==> config.mk <==
export PLATFORM = sky130hd
export DESIGN_NAME = dac_ramp_pin_threshold_sweep_unit
export DESIGN_NICKNAME = d
export VERILOG_FILES = /design/src/rtl/drpts_pkg.sv /design/src/rtl/drpts_lane.sv /design/src/rtl/drpts_ctrl.sv /design/src/rtl/drpts_merge.sv /design/src/rtl/dac_ramp_pin_threshold_sweep_unit.sv
export SDC_FILE = /design/constraint.sdc
export NUM_CORES = 2
export LEC_CHECK = 0
export BUFFER_PORTS_ARGS = -buffer_cell sky130_fd_sc_hd__clkbuf_2
export CORE_AREA = 2 2 499 501
export CTS_BUF_LIST = sky130_fd_sc_hd__clkbuf_2 sky130_fd_sc_hd__clkbuf_4 sky130_fd_sc_hd__clkbuf_8
export DETAILED_ROUTE_END_ITERATION = 12
export DIE_AREA = 0 0 501 503
export PLACE_DENSITY = 0.67
export SLEW_MARGIN = 20
export SYNTH_ARGS = -nofsm -noshare
export SYNTH_HDL_FRONTEND = slang
export SYNTH_SLANG_ARGS = --single-unit
==> constraint.sdc <==
create_clock -name clk -period 8.4 [get_ports clk]
set_clock_uncertainty 0.15 [all_clocks]
set_input_delay 0.84 -clock clk [delete_from_list [all_inputs] [get_ports clk]]
set_output_delay 0.84 -clock clk [all_outputs]
set_load 0.005 [all_outputs]
==> src/rtl/drpts_pkg.sv <==
// Shared types and constants of the DAC ramp pin threshold sweep unit.
package drpts_pkg;

    localparam int PIN_W      = 7;   // width of a pin index
    localparam int RAMP_W     = 12;  // width of the ramp registers
    localparam int RIDX_W     = 13;  // width of the running ramp index
    localparam int COUNT_W    = 10;  // width of reading and vote counts
    localparam int CFG_IDX_W  = 3;
    localparam int CFG_DATA_W = 12;

    localparam logic [CFG_IDX_W-1:0] REG_RAMP_MIN       = 3'd0;
    localparam logic [CFG_IDX_W-1:0] REG_RAMP_MAX       = 3'd1;
    localparam logic [CFG_IDX_W-1:0] REG_RAMP_STEP      = 3'd2;
    localparam logic [CFG_IDX_W-1:0] REG_READS_PER_STEP = 3'd3;
    localparam logic [CFG_IDX_W-1:0] REG_RAMP_DOWNWARD  = 3'd4;

    localparam logic [RAMP_W-1:0]  RAMP_MIN_RST       = 12'd0;
    localparam logic [RAMP_W-1:0]  RAMP_MAX_RST       = 12'd4095;
    localparam logic [RAMP_W-1:0]  RAMP_STEP_RST      = 12'd1;
    localparam logic [COUNT_W-1:0] READS_PER_STEP_RST = 10'd10;
    localparam logic               RAMP_DOWNWARD_RST  = 1'b1;

    localparam logic [1:0] STATUS_OK        = 2'd0;
    localparam logic [1:0] STATUS_BAD_PIN   = 2'd1;
    localparam logic [1:0] STATUS_NOT_FOUND = 2'd2;

    typedef enum logic [1:0]
    {
        CMD_START_ALL = 2'd0,
        CMD_START_ONE = 2'd1,
        CMD_SAMPLE    = 2'd2,
        CMD_READ      = 2'd3
    } cmd_t;

    typedef enum logic [1:0]
    {
        MODE_IDLE = 2'd0,
        MODE_ALL  = 2'd1,
        MODE_ONE  = 2'd2
    } mode_t;

    typedef struct packed
    {
        logic [RAMP_W-1:0]  ramp_min;
        logic [RAMP_W-1:0]  ramp_max;
        logic [RAMP_W-1:0]  ramp_step;
        logic [COUNT_W-1:0] reads_per_step;
        logic               ramp_downward;
    } cfg_t;

    // Per-lane update strobes, already qualified by an accepted beat.
    typedef struct packed
    {
        logic clear;       // new sweep: forget the result, latch the reference
        logic vote;        // sample beat that this lane takes part in
        logic drop_votes;  // ramp moves on: zero the vote count
    } lane_ctl_t;

    // Strobes from the sequencer that are common to every lane.
    typedef struct packed
    {
        logic start_all;
        logic start_one;
        logic vote_live;
        logic vote_all;
        logic drop_votes;
    } seq_ctl_t;

    // What the merge stage needs to know about an accepted beat.
    typedef struct packed
    {
        logic [PIN_W-1:0] report_pin;
        logic [1:0]       status;
        logic             sweep_end;
        logic             busy;
    } meta_t;

endpackage

==> src/rtl/drpts_lane.sv <==
// One pin's threshold detector: reference level, vote count and recorded flip code.
module drpts_lane
    import drpts_pkg::*;
#(
    parameter int DAC_BITS = 12
)
(
    input  logic                 clk,
    input  logic                 rst_n,
    input  lane_ctl_t            ctl,
    input  logic                 level,
    input  logic [COUNT_W-2:0]   vote_half,
    input  logic [DAC_BITS-1:0]  vote_code,
    output logic                 hit,
    output logic                 done,
    output logic [DAC_BITS-1:0]  code
);

    logic                done_reg, done_next;
    logic [DAC_BITS-1:0] code_reg, code_next;
    logic [COUNT_W-1:0]  count_reg, count_next;
    logic                ref_reg, ref_next;
    logic [COUNT_W-1:0]  count_inc;

    assign count_inc = count_reg + COUNT_W'(level != ref_reg);
    assign hit       = ctl.vote && !done_reg && (count_inc > {1'b0, vote_half});

    always_comb
    begin
        done_next  = done_reg;
        code_next  = code_reg;
        count_next = count_reg;
        ref_next   = ref_reg;
        if (ctl.clear)
        begin
            done_next  = 1'b0;
            code_next  = '0;
            count_next = '0;
            ref_next   = level;
        end
        else
        begin
            if (ctl.vote && !done_reg)
            begin
                count_next = count_inc;
            end
            if (hit)
            begin
                done_next = 1'b1;
                code_next = vote_code;
            end
            if (ctl.drop_votes)
            begin
                count_next = '0;
            end
        end
    end

    always_ff @(posedge clk or negedge rst_n)
    begin
        if (!rst_n)
        begin
            done_reg  <= 1'b0;
            code_reg  <= '0;
            count_reg <= '0;
            ref_reg   <= 1'b0;
        end
        else
        begin
            done_reg  <= done_next;
            code_reg  <= code_next;
            count_reg <= count_next;
            ref_reg   <= ref_next;
        end
    end

    assign done = done_reg;
    assign code = code_reg;

endmodule

==> src/rtl/drpts_ctrl.sv <==
// Sweep sequencer: sweep mode, ramp index, reading count and per-beat result fields.
module drpts_ctrl
    import drpts_pkg::*;
#(
    parameter int NUM_PINS = 80,
    parameter int DAC_BITS = 12
)
(
    input  logic                 clk,
    input  logic                 rst_n,
    input  logic                 accept,
    input  logic [1:0]           command,
    input  logic [PIN_W-1:0]     pin_index,
    input  cfg_t                 cfg,
    input  logic                 single_found,
    output seq_ctl_t             seq,
    output logic [PIN_W-1:0]     single_pin,
    output logic [DAC_BITS-1:0]  vote_code,
    output meta_t                meta_next,
    output logic [DAC_BITS-1:0]  dac_code_next
);

    localparam int CW = (DAC_BITS > RIDX_W) ? DAC_BITS : RIDX_W;

    mode_t              mode_reg, mode_next;
    logic [RIDX_W-1:0]  ridx_reg, ridx_next;
    logic [COUNT_W-1:0] rcount_reg, rcount_next;
    logic [PIN_W-1:0]   spin_reg, spin_next;

    logic               pin_ok;
    logic               start_all, start_one, start_any, start_bad, read_bad;
    logic               empty_range, sample_live, rps_zero, one_found;
    logic               step_done, ramp_over, single_item, sweep_end;
    logic [COUNT_W-1:0] rcount_inc;
    logic [RIDX_W-1:0]  ridx_step;

    function automatic logic [DAC_BITS-1:0] code_of(input logic [RIDX_W-1:0] ridx,
                                                    input logic [RAMP_W-1:0] rmax,
                                                    input logic down);
        logic [CW-1:0] wide;
        if (down)
        begin
            wide = CW'(rmax) - CW'(ridx);
        end
        else
        begin
            wide = CW'(ridx);
        end
        return wide[DAC_BITS-1:0];
    endfunction

    assign pin_ok      = {1'b0, pin_index} < (PIN_W + 1)'(NUM_PINS);
    assign start_all   = accept && (command == CMD_START_ALL);
    assign start_one   = accept && (command == CMD_START_ONE) && pin_ok;
    assign start_bad   = accept && (command == CMD_START_ONE) && !pin_ok;
    assign read_bad    = accept && (command == CMD_READ) && !pin_ok;
    assign start_any   = start_all || start_one;
    assign empty_range = cfg.ramp_min >= cfg.ramp_max;
    assign sample_live = accept && (command == CMD_SAMPLE) && (mode_reg != MODE_IDLE);
    assign rps_zero    = (cfg.reads_per_step == '0);
    assign rcount_inc  = rps_zero ? rcount_reg : rcount_reg + COUNT_W'(1);
    assign one_found   = (mode_reg == MODE_ONE) && single_found;
    assign step_done   = sample_live && !one_found && (rcount_inc >= cfg.reads_per_step);
    assign ridx_step   = ridx_reg + {1'b0, cfg.ramp_step};
    assign ramp_over   = ridx_step >= {1'b0, cfg.ramp_max};

    // Next state of the sequencer
    always_comb
    begin
        mode_next   = mode_reg;
        ridx_next   = ridx_reg;
        rcount_next = rcount_reg;
        spin_next   = spin_reg;
        if (start_any)
        begin
            if (start_one)
            begin
                spin_next = pin_index;
            end
            ridx_next   = {1'b0, cfg.ramp_min};
            rcount_next = '0;
            if (empty_range)
            begin
                mode_next = MODE_IDLE;
            end
            else if (start_one)
            begin
                mode_next = MODE_ONE;
            end
            else
            begin
                mode_next = MODE_ALL;
            end
        end
        else if (sample_live)
        begin
            if (one_found)
            begin
                mode_next   = MODE_IDLE;
                rcount_next = rcount_inc;
            end
            else if (step_done)
            begin
                rcount_next = '0;
                ridx_next   = ridx_step;
                if (ramp_over)
                begin
                    mode_next = MODE_IDLE;
                end
            end
            else
            begin
                rcount_next = rcount_inc;
            end
        end
    end

    // Outputs of the sequencer
    always_comb
    begin
        seq.start_all  = start_all;
        seq.start_one  = start_one;
        seq.vote_live  = sample_live && !rps_zero;
        seq.vote_all   = (mode_reg == MODE_ALL);
        seq.drop_votes = step_done;

        sweep_end = (start_any && empty_range) || (sample_live && one_found)
                    || (step_done && ramp_over);

        if (start_bad || read_bad)
        begin
            meta_next.status = STATUS_BAD_PIN;
        end
        else if ((start_one && empty_range)
                 || (step_done && ramp_over && (mode_reg == MODE_ONE)))
        begin
            meta_next.status = STATUS_NOT_FOUND;
        end
        else
        begin
            meta_next.status = STATUS_OK;
        end

        case (command)
            CMD_START_ALL: single_item = 1'b0;
            CMD_START_ONE: single_item = pin_ok || (mode_reg == MODE_ONE);
            CMD_READ:      single_item = 1'b0;
            default:       single_item = (mode_reg == MODE_ONE);
        endcase

        meta_next.report_pin = single_item ? spin_next : pin_index;
        meta_next.sweep_end  = sweep_end;
        meta_next.busy       = (mode_next != MODE_IDLE);

        if (mode_next != MODE_IDLE)
        begin
            dac_code_next = code_of(ridx_next, cfg.ramp_max, cfg.ramp_downward);
        end
        else
        begin
            dac_code_next = cfg.ramp_downward ? '1 : '0;
        end
    end

    assign single_pin = spin_reg;
    assign vote_code  = code_of(ridx_reg, cfg.ramp_max, cfg.ramp_downward);

    always_ff @(posedge clk or negedge rst_n)
    begin
        if (!rst_n)
        begin
            mode_reg   <= MODE_IDLE;
            ridx_reg   <= '0;
            rcount_reg <= '0;
            spin_reg   <= '0;
        end
        else
        begin
            mode_reg   <= mode_next;
            ridx_reg   <= ridx_next;
            rcount_reg <= rcount_next;
            spin_reg   <= spin_next;
        end
    end

    a_single_pin_valid: assert property (@(posedge clk) disable iff (!rst_n)
        (mode_reg == MODE_ONE) |-> ({1'b0, spin_reg} < (PIN_W + 1)'(NUM_PINS)))
        else $error("single sweep running on a pin outside the array");

    a_end_goes_idle: assert property (@(posedge clk) disable iff (!rst_n)
        (accept && sweep_end) |=> (mode_reg == MODE_IDLE))
        else $error("sweep reported finished but the sequencer is still running");

    a_ramp_holds: assert property (@(posedge clk) disable iff (!rst_n)
        !accept |=> ($stable(ridx_reg) && $stable(rcount_reg)))
        else $error("ramp state moved without an accepted beat");

endmodule

==> src/rtl/drpts_merge.sv <==
// Merge stage: picks the reported pin's result from the lanes and holds the result beat.
module drpts_merge
    import drpts_pkg::*;
#(
    parameter int NUM_PINS = 80,
    parameter int DAC_BITS = 12
)
(
    input  logic                 clk,
    input  logic                 rst_n,
    input  logic                 accept,
    input  meta_t                meta_next,
    input  logic [DAC_BITS-1:0]  dac_code_next,
    input  logic [NUM_PINS-1:0]  lane_done,
    input  logic [DAC_BITS-1:0]  lane_code [NUM_PINS],
    input  logic                 res_stall,
    output logic                 item_stall,
    output logic                 res_valid,
    output logic [DAC_BITS-1:0]  dac_code,
    output logic                 busy_res,
    output logic                 sweep_end,
    output logic                 pin_found,
    output logic [DAC_BITS-1:0]  pin_code,
    output logic [1:0]           status
);

    localparam int IDX_W = (NUM_PINS > 1) ? $clog2(NUM_PINS) : 1;

    logic                s1_valid_reg, s1_valid_next;
    meta_t               s1_meta_reg;
    logic [DAC_BITS-1:0] s1_dac_reg;
    logic                out_valid_reg, out_valid_next;
    logic [DAC_BITS-1:0] dac_code_reg;
    logic                busy_reg, end_reg, found_reg;
    logic [DAC_BITS-1:0] pin_code_reg;
    logic [1:0]          status_reg;

    logic                s1_advance, rp_ok;
    logic [IDX_W-1:0]    rp_idx;
    logic                found_sel;
    logic [DAC_BITS-1:0] code_sel;

    // Stage one advances whenever the result register is free or being emptied.
    assign s1_advance = s1_valid_reg && (!out_valid_reg || !res_stall);
    assign item_stall = s1_valid_reg && out_valid_reg && res_stall;

    assign rp_ok  = ({1'b0, s1_meta_reg.report_pin} < (PIN_W + 1)'(NUM_PINS))
                    && (s1_meta_reg.status != STATUS_BAD_PIN);
    assign rp_idx = s1_meta_reg.report_pin[IDX_W-1:0];

    always_comb
    begin
        found_sel = 1'b0;
        code_sel  = '0;
        if (rp_ok)
        begin
            found_sel = lane_done[rp_idx];
            code_sel  = lane_code[rp_idx];
        end
    end

    always_comb
    begin
        s1_valid_next = s1_valid_reg;
        if (accept)
        begin
            s1_valid_next = 1'b1;
        end
        else if (s1_advance)
        begin
            s1_valid_next = 1'b0;
        end

        out_valid_next = out_valid_reg;
        if (s1_advance)
        begin
            out_valid_next = 1'b1;
        end
        else if (out_valid_reg && !res_stall)
        begin
            out_valid_next = 1'b0;
        end
    end

    always_ff @(posedge clk or negedge rst_n)
    begin
        if (!rst_n)
        begin
            s1_valid_reg  <= 1'b0;
            out_valid_reg <= 1'b0;
        end
        else
        begin
            s1_valid_reg  <= s1_valid_next;
            out_valid_reg <= out_valid_next;
        end
    end

    always_ff @(posedge clk)
    begin
        if (accept)
        begin
            s1_meta_reg <= meta_next;
            s1_dac_reg  <= dac_code_next;
        end
        if (s1_advance)
        begin
            dac_code_reg <= s1_dac_reg;
            busy_reg     <= s1_meta_reg.busy;
            end_reg      <= s1_meta_reg.sweep_end;
            found_reg    <= found_sel;
            pin_code_reg <= code_sel;
            status_reg   <= s1_meta_reg.status;
        end
    end

    assign res_valid = out_valid_reg;
    assign dac_code  = dac_code_reg;
    assign busy_res  = busy_reg;
    assign sweep_end = end_reg;
    assign pin_found = found_reg;
    assign pin_code  = pin_code_reg;
    assign status    = status_reg;

    a_no_overrun: assert property (@(posedge clk) disable iff (!rst_n)
        accept |-> (!s1_valid_reg || s1_advance))
        else $error("beat accepted over a stage that could not move on");

    a_found_needs_good_pin: assert property (@(posedge clk) disable iff (!rst_n)
        (out_valid_reg && found_reg) |-> (status_reg != STATUS_BAD_PIN))
        else $error("pin reported found with an out-of-range index");

    a_end_not_busy: assert property (@(posedge clk) disable iff (!rst_n)
        (out_valid_reg && end_reg) |-> !busy_reg)
        else $error("finished sweep still reported as running");

endmodule

==> src/rtl/dac_ramp_pin_threshold_sweep_unit.sv <==
// Top level of the DAC ramp pin threshold sweep unit: config registers, pin lanes and merge.
// Latency: two register stages, merge stage one and the result register; a result beat is
//   presented once its item beat has passed through both of them.
// Throughput: one item per cycle unless res_stall holds a full result register; every pin
//   lane updates in the same cycle; the merge reads the registered lane state from stage one.
// Reset (rst_n, asynchronous): sweep idle, all pin results, votes and references zero,
//   registers at ramp_min 0, ramp_max 4095, ramp_step 1, reads_per_step 10, downward.
module dac_ramp_pin_threshold_sweep_unit
    import drpts_pkg::*;
#(
    parameter int NUM_PINS  = 80,
    parameter int BANK_PINS = 40,
    parameter int DAC_BITS  = 12
)
(
    input  logic                  clk,
    input  logic                  rst_n,

    input  logic                  cfg_we,
    input  logic [CFG_IDX_W-1:0]  cfg_index,
    input  logic [CFG_DATA_W-1:0] cfg_data,

    input  logic                  item_valid,
    output logic                  item_stall,
    input  logic [1:0]            command,
    input  logic [PIN_W-1:0]      pin_index,
    input  logic [BANK_PINS-1:0]  levels_low,
    input  logic [BANK_PINS-1:0]  levels_high,

    output logic                  res_valid,
    input  logic                  res_stall,
    output logic [DAC_BITS-1:0]   dac_code,
    output logic                  busy_res,
    output logic                  sweep_end,
    output logic                  pin_found,
    output logic [DAC_BITS-1:0]   pin_code,
    output logic [1:0]            status
);

    cfg_t                cfg_reg, cfg_next;
    logic                accept;
    seq_ctl_t            seq;
    logic [PIN_W-1:0]    single_pin;
    logic [DAC_BITS-1:0] vote_code;
    meta_t               meta_next;
    logic [DAC_BITS-1:0] dac_code_next;

    logic [NUM_PINS-1:0] level;
    logic [NUM_PINS-1:0] lane_hit;
    logic [NUM_PINS-1:0] lane_single;
    logic [NUM_PINS-1:0] lane_done;
    logic [DAC_BITS-1:0] lane_code [NUM_PINS];
    logic                single_found;

    assign accept = item_valid && !item_stall;

    // Configuration registers: take the low bits of the write data.
    always_comb
    begin
        cfg_next = cfg_reg;
        if (cfg_we)
        begin
            case (cfg_index)
                REG_RAMP_MIN:       cfg_next.ramp_min       = cfg_data[RAMP_W-1:0];
                REG_RAMP_MAX:       cfg_next.ramp_max       = cfg_data[RAMP_W-1:0];
                REG_RAMP_STEP:      cfg_next.ramp_step      = cfg_data[RAMP_W-1:0];
                REG_READS_PER_STEP: cfg_next.reads_per_step = cfg_data[COUNT_W-1:0];
                REG_RAMP_DOWNWARD:  cfg_next.ramp_downward  = cfg_data[0];
                default:            cfg_next = cfg_reg;
            endcase
        end
    end

    always_ff @(posedge clk or negedge rst_n)
    begin
        if (!rst_n)
        begin
            cfg_reg.ramp_min       <= RAMP_MIN_RST;
            cfg_reg.ramp_max       <= RAMP_MAX_RST;
            cfg_reg.ramp_step      <= RAMP_STEP_RST;
            cfg_reg.reads_per_step <= READS_PER_STEP_RST;
            cfg_reg.ramp_downward  <= RAMP_DOWNWARD_RST;
        end
        else
        begin
            cfg_reg <= cfg_next;
        end
    end

    // Sequencer: decides per beat what the lanes do and what the result reports.
    drpts_ctrl #(
        .NUM_PINS (NUM_PINS),
        .DAC_BITS (DAC_BITS)
    ) u_ctrl (
        .clk           (clk),
        .rst_n         (rst_n),
        .accept        (accept),
        .command       (command),
        .pin_index     (pin_index),
        .cfg           (cfg_reg),
        .single_found  (single_found),
        .seq           (seq),
        .single_pin    (single_pin),
        .vote_code     (vote_code),
        .meta_next     (meta_next),
        .dac_code_next (dac_code_next)
    );

    // One lane per pin. Pins past both banks always read low.
    for (genvar p = 0; p < NUM_PINS; p++)
    begin : g_lane
        lane_ctl_t ctl;

        if (p < BANK_PINS)
        begin : g_low
            assign level[p] = levels_low[p];
        end
        else if (p < 2 * BANK_PINS)
        begin : g_high
            assign level[p] = levels_high[p - BANK_PINS];
        end
        else
        begin : g_none
            assign level[p] = 1'b0;
        end

        assign lane_single[p] = (single_pin == PIN_W'(p));
        assign ctl.clear      = seq.start_all || (seq.start_one && (pin_index == PIN_W'(p)));
        assign ctl.vote       = seq.vote_live && (seq.vote_all || lane_single[p]);
        assign ctl.drop_votes = seq.drop_votes;

        drpts_lane #(
            .DAC_BITS (DAC_BITS)
        ) u_lane (
            .clk       (clk),
            .rst_n     (rst_n),
            .ctl       (ctl),
            .level     (level[p]),
            .vote_half (cfg_reg.reads_per_step[COUNT_W-1:1]),
            .vote_code (vote_code),
            .hit       (lane_hit[p]),
            .done      (lane_done[p]),
            .code      (lane_code[p])
        );
    end

    // In a single sweep only the chosen lane votes, so any hit on it ends the sweep.
    assign single_found = |(lane_hit & lane_single);

    // Merge: pick the reported pin after this beat's update and hold the result beat.
    drpts_merge #(
        .NUM_PINS (NUM_PINS),
        .DAC_BITS (DAC_BITS)
    ) u_merge (
        .clk           (clk),
        .rst_n         (rst_n),
        .accept        (accept),
        .meta_next     (meta_next),
        .dac_code_next (dac_code_next),
        .lane_done     (lane_done),
        .lane_code     (lane_code),
        .res_stall     (res_stall),
        .item_stall    (item_stall),
        .res_valid     (res_valid),
        .dac_code      (dac_code),
        .busy_res      (busy_res),
        .sweep_end     (sweep_end),
        .pin_found     (pin_found),
        .pin_code      (pin_code),
        .status        (status)
    );

endmodule

==> flow_metrics.env <==
export IMPL_setup_viol=0
export IMPL_leakage_nw=63.4
export IMPL_crit_arrival_ns=8.71
export IMPL_post_route_min_period_ns=8.14
export IMPL_dr_total_vias=102274
export IMPL_grt_max_degree=188
export IMPL_die_h_um=503
export IMPL_drt_iter0_markers=10192
export IMPL_r2r_setup_slack_ns=0.42
export IMPL_hold_class="primary input to register"
export IMPL_cp_end_kind="register"
export IMPL_syn_area_um2=123000
export IMPL_r2r_cells=33
export IMPL_largest_register_ffs=960
export IMPL_die_area_um2=252000
export IMPL_cp_max_fo=10
export IMPL_design_area_um2=138000
export IMPL_track_usage=0.333
export IMPL_fin_util=0.560
export IMPL_overflow=0
export IMPL_antenna_left=0
export IMPL_peakVddDrop_v=0.000329
export IMPL_path_class="primary input to register"
export IMPL_path_buf_inv=4
export IMPL_drive_gt1_frac=0.142
export IMPL_power_density_nw_per_um2=200
export IMPL_die_x_um=501
export IMPL_drc=0
export IMPL_cts_setup_buffers=0
export IMPL_final_common_cell="dfrtp_1"
export IMPL_synth_edf_count=52
export IMPL_crit_family="simple AND/OR/NAND/NOR gates"
export IMPL_clkTransAtPathRegs_ns=0.06
export IMPL_path_common_cell="ha_1"
export IMPL_cts_made_buffers=372
export IMPL_cp_slowest_stage_delay_ns=0.59
export IMPL_fmax_mhz=123
export IMPL_final_cell_mix="1985 x dfrtp_1, 1387 x nand2_1, 1138 x nor2_1, 949 x ha_1, 896 x nand3_1"
export IMPL_via_per_inst=6.25
export IMPL_cts_root_buf="clkbuf_8"
export IMPL_fin_nets=13888
export IMPL_portBuffers=139
export IMPL_ys_seq_area_frac=0.420
export IMPL_setup_slack_ns=0.260
export IMPL_dr_pass1_iters=6
export IMPL_area_growth_pct=12.5
export IMPL_synthArstFlopShare=0.975
export IMPL_synth_main_ff_cell="dfrtp_1"
export IMPL_slew_violations=0
export IMPL_worstSkewPairLatency_ns=1.05
export IMPL_cts_tree="done"
export IMPL_min_delay_start="levels_high[25]"
export IMPL_ioPinCount=140
export IMPL_cts_sinks=2053
export IMPL_cp_required_ns=8.97
export IMPL_ys_types=98
export IMPL_tightest_slew_ns=1.31
export IMPL_wire_per_inst_um=25.8
export IMPL_reg2reg_from="g_lane[9].u_lane.ref_reg$_DFFE_PN0N_"
export IMPL_hold_viol=0
export IMPL_critPathLaunchType="primary input"
export IMPL_cp_depth=35
export IMPL_final_setup_tns_ns=0
export IMPL_initial_utilization=0.498
export IMPL_min_to="g_lane[65].u_lane.ref_reg$_DFFE_PN0N_"
export IMPL_std_cell_rows=183
export IMPL_maxCapViolCount=0
export IMPL_antenna_found_initial=30
export IMPL_coreArea_um2=247000
export IMPL_relSlewSlack=0.117
export IMPL_synth_cells=12482
export IMPL_fill_cells=21345
export IMPL_place_inst=15605
export IMPL_syn_avg_cell_area_um2=9.85
export IMPL_rsz0062_at_grt="no"
export IMPL_worstHoldPathCells=2
export IMPL_dp_hpwl_mm=296
export IMPL_grt_first_pass_wirelength_mm=637
export IMPL_post_place_ws_ns=-0.317
export IMPL_htree_levels=5
export IMPL_routed_wl_mm=423
export IMPL_gp_congestion=1.06
export IMPL_syn_nets=13543
export IMPL_finalPower_mw=27.7
export IMPL_slowest_stage="dlygate4sd3_1"
export IMPL_status="finished clean"
export IMPL_regToRegEndpoint="u_merge.s1_dac_reg[11]$_DFFE_PP_"
export IMPL_post_dp_cell_area_um2=129000
export IMPL_instances_no_fill=16376
export IMPL_post_route_period_util=0.969
export IMPL_synth_seq_cells=2053
export IMPL_grt_pass1_vias=102553
export IMPL_whs_ns=0.0428
export IMPL_yosys_warnings=0
export IMPL_clockBufferDepth=4
-- cell usage after synthesis (27+ instances only) --
cell | count | area share
o221ai_1 | 31 | 0.0022
a2111oi_0 | 38 | 0.0027
buf_2 | 36 | 0.0015
mux2i_1 | 191 | 0.016
xor2_1 | 782 | 0.056
nand4_1 | 192 | 0.0098
o21ai_2 | 38 | 0.0027
nor4_1 | 260 | 0.013
a211oi_1 | 54 | 0.0033
o22ai_1 | 386 | 0.020
nand2b_1 | 61 | 0.0031
buf_1 | 62 | 0.0019
o21ai_0 | 729 | 0.030
xnor2_1 | 612 | 0.044
ha_1 | 949 | 0.097
a21o_1 | 68 | 0.0042
nor2_1 | 1145 | 0.035
mux4_2 | 325 | 0.060
and4_1 | 27 | 0.0019
o21a_1 | 28 | 0.0017
nor2b_1 | 85 | 0.0043
nand3_1 | 896 | 0.036
clkbuf_1 | 529 | 0.016
o21bai_1 | 31 | 0.0019
nand2_1 | 1392 | 0.043
dfrtp_1 | 1985 | 0.40
edfxtp_1 | 52 | 0.013
or2_1 | 38 | 0.0019
mux2_2 | 122 | 0.011
a21oi_1 | 361 | 0.015
o21ai_1 | 75 | 0.0031
inv_1 | 233 | 0.0071
nor3_1 | 232 | 0.0094
and3_1 | 64 | 0.0033
-- repair_timing --
item | in CTS | in global routing
gates resized for setup | 0 | 9
endpoints found under the hold margin | 203 | 0
setup endpoints to repair | 0 | 3
hold buffers | 83 | 0
-- cells by family (layout without fill, tap and decap cells) --
family / after synthesis / after routing / share of synthesized area
AO/OA/AOI/OAI: 2060 / 2060 / 0.101
XOR/XNOR: 1394 / 1394 / 0.0993
adder cells (fa/ha/maj): 952 / 952 / 0.0971
buffers and inverters: 868 / 1505 / 0.0270
flip-flops: 2053 / 2053 / 0.420
multiplexers: 638 / 638 / 0.0863
other: 0 / 20 / 0
AND/OR/NAND/NOR: 4517 / 4517 / 0.169
-- routing by layer --
layer | GRT usage | wire length (um) | part of all wire
met1 | 0.417 | 164000 | 0.39
met2 | 0.511 | 186000 | 0.44
met4 | 0.197 | 29100 | 0.069
met5 | 0 | 97 | 0.00023
met3 | 0.0974 | 43800 | 0.10
-- final cells by class --
type / count / area (um2) / area share
Tap cell: 3237 / 4050 / 0.0293
Sequential cell: 2053 / 51700 / 0.374
Antenna cell: 20 / 50.0 / 0.000362
Clock buffer: 579 / 7300 / 0.0528
Timing Repair Buffer: 602 / 4790 / 0.0347
Inverter: 237 / 930 / 0.00672
Clock inverter: 87 / 813 / 0.00588
Multi-Input combinational cell: 9561 / 68600 / 0.497
-- report_power, final --
group / switching, mW / internal, mW
sequential: 0.293 / 10.3
combinational: 4.81 / 2.00
clock: 4.48 / 5.87
-- worst register-to-register path: cells and delay by family, from the launching register on --
family          cells  cell delay, ns
compound gates     15            3.70
simple gates        9            1.74
fa+ha+maj           4            0.84
xor+xnor            3            0.46
buf+inv             2            0.40
flops               1            0.38
-- how the worst max path moves through the flow --
stage	startpoint	end
2_1_floorplan	cfg_reg[9]$_DFFE_PN0P_	u_merge.s1_dac_reg[11]$_DFFE_PP_
3_3_place_gp	levels_low[33]	u_merge.s1_dac_reg[11]$_DFFE_PP_
3_5_place_dp	levels_high[31]	u_merge.s1_dac_reg[11]$_DFFE_PP_
4_1_cts	levels_low[38]	u_merge.s1_dac_reg[11]$_DFFE_PP_
5_1_grt	levels_low[21]	u_merge.s1_dac_reg[11]$_DFFE_PP_
6_report	levels_high[24]	u_merge.s1_dac_reg[11]$_DFFE_PP_
No activity file was read; power rests on OpenSTA's default activity.
